`src/hw/rtl/u8tc_pkg.sv`:
```
// Shared types and constants of the UTF-16/UTF-32 to UTF-8 transcoder.
// Used by the front, queue, back and top-level modules; depends on nothing.
package u8tc_pkg;

	localparam logic [2:0] ENC_RAW   = 3'd0;
	localparam logic [2:0] ENC_UTF8  = 3'd1;
	localparam logic [2:0] ENC_U16LE = 3'd2;
	localparam logic [2:0] ENC_U16BE = 3'd3;
	localparam logic [2:0] ENC_U32LE = 3'd4;
	localparam logic [2:0] ENC_U32BE = 3'd5;

	localparam logic [1:0] ERR_NONE     = 2'd0;
	localparam logic [1:0] ERR_BAD_LEAD = 2'd1;
	localparam logic [1:0] ERR_TOO_BIG  = 2'd2;

	localparam logic [31:0] CODE_2BYTE_MIN = 32'h0000_0080;
	localparam logic [31:0] CODE_3BYTE_MIN = 32'h0000_0800;
	localparam logic [31:0] CODE_TOO_BIG   = 32'h0001_0000;

	// One queued job: either a finished single result or a code point to expand.
	typedef struct packed {
		logic        is_code;
		logic [15:0] code;
		logic [7:0]  data;
		logic        char_end;
		logic [1:0]  err;
	} job_t;

	// Character length from a UTF-8 lead byte; zero for an invalid lead.
	function automatic logic [2:0] lead_size(input logic [7:0] b);
		logic [2:0] n;
		begin
			if (b[7] == 1'b0)              n = 3'd1;
			else if (b[7:5] == 3'b110)     n = 3'd2;
			else if (b[7:4] == 4'b1110)    n = 3'd3;
			else if (b[7:3] == 5'b11110)   n = 3'd4;
			else if (b[7:2] == 6'b111110)  n = 3'd5;
			else if (b[7:1] == 7'b1111110) n = 3'd6;
			else                           n = 3'd0;
			return n;
		end
	endfunction

endpackage

```
`src/hw/rtl/utf16_utf32_to_utf8_transcoder_core.sv`:
```
// Top level of the UTF-16/UTF-32 to UTF-8 transcoder.
// Instantiates u8tc_front, u8tc_queue and u8tc_back; uses u8tc_pkg.
//
// Converts a byte stream in raw, UTF-8, UTF-16 LE/BE or UTF-32 LE/BE (set by
// a cfg_we/cfg_data write that the user must make only while idle; the block
// does not enforce this) into UTF-8 result items. One input byte is taken
// every cycle while the job queue has room; each byte yields zero results
// (partial code unit) or one job, and the back end emits one result item per
// cycle while out_stall is low, so a code point gives 1 to 3 result items.
// The output port thus sets the sustained rate, as a two-byte UTF-16 unit can
// give three result bytes. Code points of 0x10000 and above give an error
// item; surrogates are not combined; only reset drops a partial character.
module utf16_utf32_to_utf8_transcoder_core #(
	parameter int QueueDepth = 2
) (
	input  logic       clk,
	input  logic       arst_n,
	input  logic       cfg_we,
	input  logic [2:0] cfg_data,
	input  logic       in_valid,
	output logic       in_stall,
	input  logic [7:0] in_byte,
	output logic       out_valid,
	input  logic       out_stall,
	output logic [7:0] out_byte,
	output logic       char_end,
	output logic [1:0] error_kind
);

	logic           push_valid;
	u8tc_pkg::job_t push_job;
	logic           queue_full;
	logic           pop;
	logic           head_valid;
	u8tc_pkg::job_t head_job;

	u8tc_front u_front (
		.clk        (clk),
		.arst_n     (arst_n),
		.cfg_we     (cfg_we),
		.cfg_data   (cfg_data),
		.in_valid   (in_valid),
		.in_byte    (in_byte),
		.in_stall   (in_stall),
		.queue_full (queue_full),
		.push_valid (push_valid),
		.push_job   (push_job)
	);

	u8tc_queue #(
		.Depth (QueueDepth)
	) u_queue (
		.clk        (clk),
		.arst_n     (arst_n),
		.push       (push_valid),
		.push_job   (push_job),
		.full       (queue_full),
		.pop        (pop),
		.head_valid (head_valid),
		.head_job   (head_job)
	);

	u8tc_back u_back (
		.clk        (clk),
		.arst_n     (arst_n),
		.head_valid (head_valid),
		.head_job   (head_job),
		.pop        (pop),
		.out_valid  (out_valid),
		.out_stall  (out_stall),
		.out_byte   (out_byte),
		.char_end   (char_end),
		.error_kind (error_kind)
	);

endmodule

```
`src/hw/rtl/u8tc_front.sv`:
```
// Front part of the transcoder: holds the encoding register, accepts input
// items, gathers code units and classifies each into a job. Uses u8tc_pkg.
module u8tc_front (
	input  logic               clk,
	input  logic               arst_n,
	input  logic               cfg_we,
	input  logic [2:0]         cfg_data,
	input  logic               in_valid,
	input  logic [7:0]         in_byte,
	output logic               in_stall,
	input  logic               queue_full,
	output logic               push_valid,
	output u8tc_pkg::job_t     push_job
);

	logic [2:0]  enc_q;
	logic [31:0] acc_q;
	logic [1:0]  gathered_q;
	logic [2:0]  remaining_q;

	logic [31:0] acc_d;
	logic [1:0]  gathered_d;
	logic [2:0]  remaining_d;
	logic        emit;
	logic        accept;
	logic        little;
	logic        wide;
	logic        done;
	logic [2:0]  lsize;
	logic [31:0] acc_new;
	logic [31:0] code;

	assign in_stall = queue_full;
	assign accept   = in_valid && !in_stall;
	assign push_valid = accept && emit;

	always_comb begin
		acc_d       = acc_q;
		gathered_d  = gathered_q;
		remaining_d = remaining_q;
		emit        = 1'b1;
		push_job    = '0;
		little      = (enc_q == u8tc_pkg::ENC_U16LE) || (enc_q == u8tc_pkg::ENC_U32LE);
		wide        = (enc_q == u8tc_pkg::ENC_U32LE) || (enc_q == u8tc_pkg::ENC_U32BE);
		lsize       = u8tc_pkg::lead_size(in_byte);
		acc_new     = little ? (acc_q | ({24'd0, in_byte} << {gathered_q, 3'b000}))
			: {acc_q[23:0], in_byte};
		done        = wide ? (gathered_q == 2'd3) : (gathered_q != 2'd0);
		code        = wide ? acc_new : {16'd0, acc_new[15:0]};
		case (enc_q)
			u8tc_pkg::ENC_UTF8: begin
				if (remaining_q != 3'd0) begin
					remaining_d       = remaining_q - 3'd1;
					push_job.data     = in_byte;
					push_job.char_end = (remaining_q == 3'd1);
					push_job.err      = u8tc_pkg::ERR_NONE;
				end else if (lsize == 3'd0) begin
					push_job.data     = 8'd0;
					push_job.char_end = 1'b1;
					push_job.err      = u8tc_pkg::ERR_BAD_LEAD;
				end else begin
					remaining_d       = lsize - 3'd1;
					push_job.data     = in_byte;
					push_job.char_end = (lsize == 3'd1);
					push_job.err      = u8tc_pkg::ERR_NONE;
				end
			end
			u8tc_pkg::ENC_U16LE, u8tc_pkg::ENC_U16BE,
			u8tc_pkg::ENC_U32LE, u8tc_pkg::ENC_U32BE: begin
				if (!done) begin
					acc_d      = acc_new;
					gathered_d = gathered_q + 2'd1;
					emit       = 1'b0;
				end else begin
					acc_d      = '0;
					gathered_d = '0;
					if (code >= u8tc_pkg::CODE_TOO_BIG) begin
						push_job.data     = 8'd0;
						push_job.char_end = 1'b1;
						push_job.err      = u8tc_pkg::ERR_TOO_BIG;
					end else begin
						push_job.is_code  = 1'b1;
						push_job.code     = code[15:0];
						push_job.char_end = 1'b1;
						push_job.err      = u8tc_pkg::ERR_NONE;
					end
				end
			end
			default: begin
				push_job.data     = in_byte;
				push_job.char_end = 1'b1;
				push_job.err      = u8tc_pkg::ERR_NONE;
			end
		endcase
	end

	always_ff @(posedge clk or negedge arst_n) begin
		if (!arst_n) begin
			enc_q       <= u8tc_pkg::ENC_RAW;
			acc_q       <= '0;
			gathered_q  <= '0;
			remaining_q <= '0;
		end else begin
			if (cfg_we) begin
				enc_q <= cfg_data;
			end
			if (accept) begin
				acc_q       <= acc_d;
				gathered_q  <= gathered_d;
				remaining_q <= remaining_d;
			end
		end
	end

endmodule

```
`src/hw/rtl/u8tc_queue.sv`:
```
// Short job queue between the front and back parts of the transcoder.
// Register-based; uses the job type from u8tc_pkg.
module u8tc_queue #(
	parameter int Depth = 2
) (
	input  logic           clk,
	input  logic           arst_n,
	input  logic           push,
	input  u8tc_pkg::job_t push_job,
	output logic           full,
	input  logic           pop,
	output logic           head_valid,
	output u8tc_pkg::job_t head_job
);

	localparam int PtrW = (Depth > 1) ? $clog2(Depth) : 1;
	localparam int CntW = $clog2(Depth + 1);

	u8tc_pkg::job_t mem_q [Depth];
	logic [PtrW-1:0] wr_ptr_q;
	logic [PtrW-1:0] rd_ptr_q;
	logic [CntW-1:0] count_q;
	logic            do_push;
	logic            do_pop;

	assign full       = (count_q == CntW'(Depth));
	assign head_valid = (count_q != '0);
	assign head_job   = mem_q[rd_ptr_q];
	assign do_push    = push && !full;
	assign do_pop     = pop && head_valid;

	always_ff @(posedge clk) begin
		if (do_push) begin
			mem_q[wr_ptr_q] <= push_job;
		end
	end

	always_ff @(posedge clk or negedge arst_n) begin
		if (!arst_n) begin
			wr_ptr_q <= '0;
			rd_ptr_q <= '0;
			count_q  <= '0;
		end else begin
			if (do_push) begin
				wr_ptr_q <= (wr_ptr_q == PtrW'(Depth - 1)) ? '0 : wr_ptr_q + 1'b1;
			end
			if (do_pop) begin
				rd_ptr_q <= (rd_ptr_q == PtrW'(Depth - 1)) ? '0 : rd_ptr_q + 1'b1;
			end
			if (do_push && !do_pop) begin
				count_q <= count_q + 1'b1;
			end else if (do_pop && !do_push) begin
				count_q <= count_q - 1'b1;
			end
		end
	end

endmodule

```
`src/hw/rtl/u8tc_back.sv`:
```
// Back part of the transcoder: expands queued jobs into UTF-8 result items,
// one per cycle while out_stall is low, through an output register. Uses u8tc_pkg.
module u8tc_back (
	input  logic           clk,
	input  logic           arst_n,
	input  logic           head_valid,
	input  u8tc_pkg::job_t head_job,
	output logic           pop,
	output logic           out_valid,
	input  logic           out_stall,
	output logic [7:0]     out_byte,
	output logic           char_end,
	output logic [1:0]     error_kind
);

	logic       out_valid_q;
	logic [7:0] out_byte_q;
	logic       char_end_q;
	logic [1:0] error_kind_q;
	logic [1:0] idx_q;

	logic       load;
	logic [1:0] last_idx;
	logic       last;
	logic [7:0] next_byte;
	logic       next_end;
	logic [1:0] next_err;
	logic [31:0] code32;

	assign code32 = {16'd0, head_job.code};
	assign load   = head_valid && (!out_valid_q || !out_stall);
	assign last   = (idx_q == last_idx);
	assign pop    = load && last;

	always_comb begin
		if (!head_job.is_code || code32 < u8tc_pkg::CODE_2BYTE_MIN) begin
			last_idx = 2'd0;
		end else if (code32 < u8tc_pkg::CODE_3BYTE_MIN) begin
			last_idx = 2'd1;
		end else begin
			last_idx = 2'd2;
		end
		next_err = head_job.err;
		next_end = last && head_job.char_end;
		if (!head_job.is_code) begin
			next_byte = head_job.data;
		end else begin
			case (last_idx)
				2'd0: next_byte = head_job.code[7:0];
				2'd1: next_byte = (idx_q == 2'd0) ? {3'b110, head_job.code[10:6]}
					: {2'b10, head_job.code[5:0]};
				default: begin
					case (idx_q)
						2'd0:    next_byte = {4'b1110, head_job.code[15:12]};
						2'd1:    next_byte = {2'b10, head_job.code[11:6]};
						default: next_byte = {2'b10, head_job.code[5:0]};
					endcase
				end
			endcase
		end
	end

	always_ff @(posedge clk or negedge arst_n) begin
		if (!arst_n) begin
			out_valid_q <= 1'b0;
			idx_q       <= '0;
		end else begin
			if (load) begin
				out_valid_q <= 1'b1;
				idx_q       <= last ? 2'd0 : idx_q + 2'd1;
			end else if (!out_stall) begin
				out_valid_q <= 1'b0;
			end
		end
	end

	always_ff @(posedge clk) begin
		if (load) begin
			out_byte_q   <= next_byte;
			char_end_q   <= next_end;
			error_kind_q <= next_err;
		end
	end

	assign out_valid  = out_valid_q;
	assign out_byte   = out_byte_q;
	assign char_end   = char_end_q;
	assign error_kind = error_kind_q;

endmodule

```
`config.mk`:
```
export PLATFORM = sky130hd
export DESIGN_NAME = utf16_utf32_to_utf8_transcoder_core
export DESIGN_NICKNAME = d
export VERILOG_FILES = /design/src/hw/rtl/u8tc_pkg.sv /design/src/hw/rtl/utf16_utf32_to_utf8_transcoder_core.sv /design/src/hw/rtl/u8tc_front.sv /design/src/hw/rtl/u8tc_queue.sv /design/src/hw/rtl/u8tc_back.sv
export SDC_FILE = /design/constraint.sdc
export NUM_CORES = 1
export LEC_CHECK = 0
export BUFFER_PORTS_ARGS = -buffer_cell sky130_fd_sc_hd__buf_2
export CORE_MARGIN = 2
export CORE_UTILIZATION = 25
export CTS_CLUSTER_SIZE = 14
export DETAILED_ROUTE_END_ITERATION = 16
export HOLD_SLACK_MARGIN = 0.02
export SYNTH_ARGS = -nofsm -noshare
export SYNTH_HDL_FRONTEND = slang
export SYNTH_HIERARCHICAL = 1
export SYNTH_SLANG_ARGS = --single-unit
```
`constraint.sdc`:
```
create_clock -name clk -period 3.8 [get_ports clk]
set_input_delay 0.76 -clock clk [delete_from_list [all_inputs] [get_ports clk]]
set_output_delay 0.76 -clock clk [all_outputs]
set_load 0.01 [all_outputs]
```
==> results by group <==
Final layout
  – Area grow syn2layout: 16.7%
  – Multi-input logic area: 2400 um2
  – Antenna cells: 0
  – Final std cells w/o fill: 872
  – Layout cell share with drive strength beyond 1: 21.2%
  – FF/Latch Area: 3190 um2
  – Final #Nets: 568
  – Util after Layout: 29.4%
  – Fillers: 2,424

GRT
  – First-pass GRT wire length: 22,000 um
  – GR Util All Layers: 11.8%
  – Pin count of the biggest net entering global routing: 29
  – Total global routing overflow: 0
  – Vias in the first global route: 4,057
  – Initial antenna violation count: 1

STA
  – F_max: 291 MHz
  – Final Skew: approximately 0.011 ns
  – Finish-stage setup viols: 0
  – Tightest Pin Transition: 1.01 ns
  – Worst slew margin: 31.8%
  – RSZ-0062 raised after global routing: no
  – Pins over their slew limit: 0
  – Setup TNS: 0 ns
  – Share of the clock period used by the worst path: 90.4%
  – Hold Vio Cnt, Final: 0
  – Post-layout min period: 3.44 ns

Synthesis
  – Synth Cell Area: 5860 um2
  – Post-synth top cells: edfxtp_1 (67), dfrtp_1 (47), nand2_1 (46)
  – Count leader, synth: edfxtp_1
  – Async SR Flop Fraction: 41.2%
  – Yosys cell types: 60
  – Yosys reg bits: approximately 110
  – Seq/Total Area, Yosys: 54.4%
  – Synth top area share: roughly a third
  – Post-synth EDFFs: between 60 and 70
  – Post-Syn Instances: 522
  – Synth area leader: edfxtp_1
  – Syn Nets: 550
  – Synth Warn #: 6
  – Syn Area/Cell: 11.2 um2
  – Synth Flop Type: edfxtp_1
  – Top post-synthesis cells by area: edfxtp_1 (34%), dfrtp_1 (20%), mux2_2 (4.0%), o21ai_0 (3.5%), a21oi_1 (3.1%)

Clock network
  – CTS root buf: clkbuf_16
  – Hold-fix buffers, CTS: 0
  – CTS Buf Count: 17
  – Gates resized, CTS repair: 0
  – H-tree levels: 4
  – Clk slew on worst S/H paths: 0.05 ns
  – Setup bufs post-CTS: 0
  – Max clock buf depth: 2
  – Clk_lat worst skew: 0.41 ns
  – Clock Sinks: 114
  – CTS tree: built

Power
  – Overall power: 5510 uW
  – Pwr dens: 806 nW/um2
  – Part of the power in the clock network: about 27%
  – VDD IR max: 0.211 mV
  – Switch share: between 30% and 40%
  – Seq pwr share: 38.3%
  – Net Switching: 1940 uW
  – Internal power: 3570 uW
  – P_leak: 0.00256 uW
  – Share of total power in combinational logic: 34.4%

Critical path
  – Startpoint Class: flip-flop
  – Worst EP arrival: 3.73 ns
  – Crit Path Max Fanout: 11
  – R2R setup slack: 0.36 ns
  – Worst r2r path cells: 11
  – Worst r2r src: u_queue/rd_ptr_q$_DFFE_PN0P_
  – Critical path type: flip-flop to flip-flop
  – Worst setup path start: u_queue/rd_ptr_q$_DFFE_PN0P_
  – Required time worst endpoint: around 4.1 ns
  – Crit path capture type: flip-flop

Placement
  – Placer Congestion: approximately 0.84
  – Port Buf Inserts: 28
  – HPWL after detailed placement: about 9400 um
  – Placed Instances: 840

Die
  – Row count: 56
  – Area of the die: 24,700 um2
  – I/O pin total: 29
  – Horiz. Die Dim: 157 um
  – DIE HEIGHT: 157 um
  – Initial Util: 25.2%
  – CORE AREA: 23,300 um2

Route
  – Routed len/inst: 15.8 um
  – Residual DRC: 0
  – Vias post-DR: 4,180
  – Via/cell ratio: 4.79
  – Drt total wl: 13,800 um
  – ANT nets after route: 0
  – Count of TritonRoute iterations in the first routing pass: 5
  – Initial drt markers: around 270

Hold path
  – Hold Crit Class: primary input to asynchronous set/reset pin

Job
  – Max-cap violations: 0

Outcome
  – Outcome: finished, final reports clean
## area by class of cell
type | instances | share of cell area (%)
Clock buffer | 22 | 6.64
Clock inverter | 10 | 1.65
Inverter | 19 | 1.04
Multi-Input combinational cell | 351 | 35.2
Sequential cell | 114 | 46.6
Tap cell | 319 | 5.84
Timing Repair Buffer | 37 | 3.04
## per-layer routing
metal  vias to the layer above  global-route usage, %  share of wire, %
met2                       113                   17.9                45
met5                         -                      0             0.094
met3                        18                   3.50               4.6
met1                      2071                   15.5                49
met4                         2                   5.06               1.7
li1                       1976                      -                 -
## state kept, by name (all words and copies together) (netlist names)
signal / cells
u_queue/mem_q: 56
u_front/acc_q: 32
u_back/out_byte: 8
u_front/enc_q: 3
u_front/remaining_q: 3
u_back/error_kind: 2
u_back/idx_q: 2
u_front/gathered_q: 2
u_queue/count_q: 2
u_back/char_end: 1
u_back/out_valid: 1
u_queue/rd_ptr_q: 1
u_queue/wr_ptr_q: 1
## path summary, 6_finish.rpt
kind | endpoint
worst min-delay path | u_front/acc_q[23]$_DFFE_PN0P_
min in group clk | u_front/acc_q[25]$_DFFE_PN0P_
worst max-delay path | u_queue/count_q[1]$_DFFE_PN0P_
max in group asynchronous | u_back/idx_q[1]$_DFFE_PN0P_
worst min register to register | u_front/acc_q[25]$_DFFE_PN0P_
worst max register to register | u_queue/count_q[1]$_DFFE_PN0P_
## cells by family after synthesis
kind of cell,share of synthesized area [%]
flip-flops,54.4
AO/OA/AOI/OAI,17.1
XOR/XNOR,1.17
multiplexers,6.94
AND/OR/NAND/NOR,13.2
buffers and inverters,4.59
adder cells (fa/ha/maj),2.56
## placed cells by master (no fill, tap or decap), types with 4 or more instances in the layout
cell type and instances:
o21ai_1 5, nand2_1 46, clkbuf_16 17, mux2_2 21
nor2_1 30, ha_1 12, and2_1 10, buf_2 28
a21oi_1 36, a22oi_1 10, nor3_1 15, nor2b_1 4
nand3_1 9, a2111o_1 8, inv_1 19, clkbuf_1 4
edfxtp_1 67, clkinvlp_4 4, nor3_2 9, dfrtp_1 47
mux2_4 10, o21ai_0 41, o22ai_1 4, a22o_1 14
buf_4 9, nand2b_1 6, o31ai_1 6
## power groups by stage
stage,clock [uW],combinational [uW],sequential [uW]
after floorplan,0,1480,2040
after global placement,0,1860,2120
after detailed placement,0,1880,2130
after CTS,1540,1900,2110
after global routing,1590,2100,2170
final,1510,1900,2110
## worst max-delay path, stage by stage (launching register included)
cell	delay, ns
dfrtp_1	0.65
buf_4	0.24
mux2_4	0.32
or4_1	0.62
nor4b_1	0.20
or4_4	0.52
and2_1	0.16
nand2_1	0.10
ha_1	0.17
xor2_1	0.15
nor2_1	0.06
xor2_1	0.13
## through the flow
stage,hold WS [ns],worst slack (ns),cell area [um2]
floorplan,0.450,0.625,5860
global placement,0.472,0.477,6270
detailed placement,0.472,0.379,6270
CTS,0.400,0.365,6840
global route,0.427,0.236,6840
finish,0.383,0.363,6840
Power figures use the tool's default switching activity.
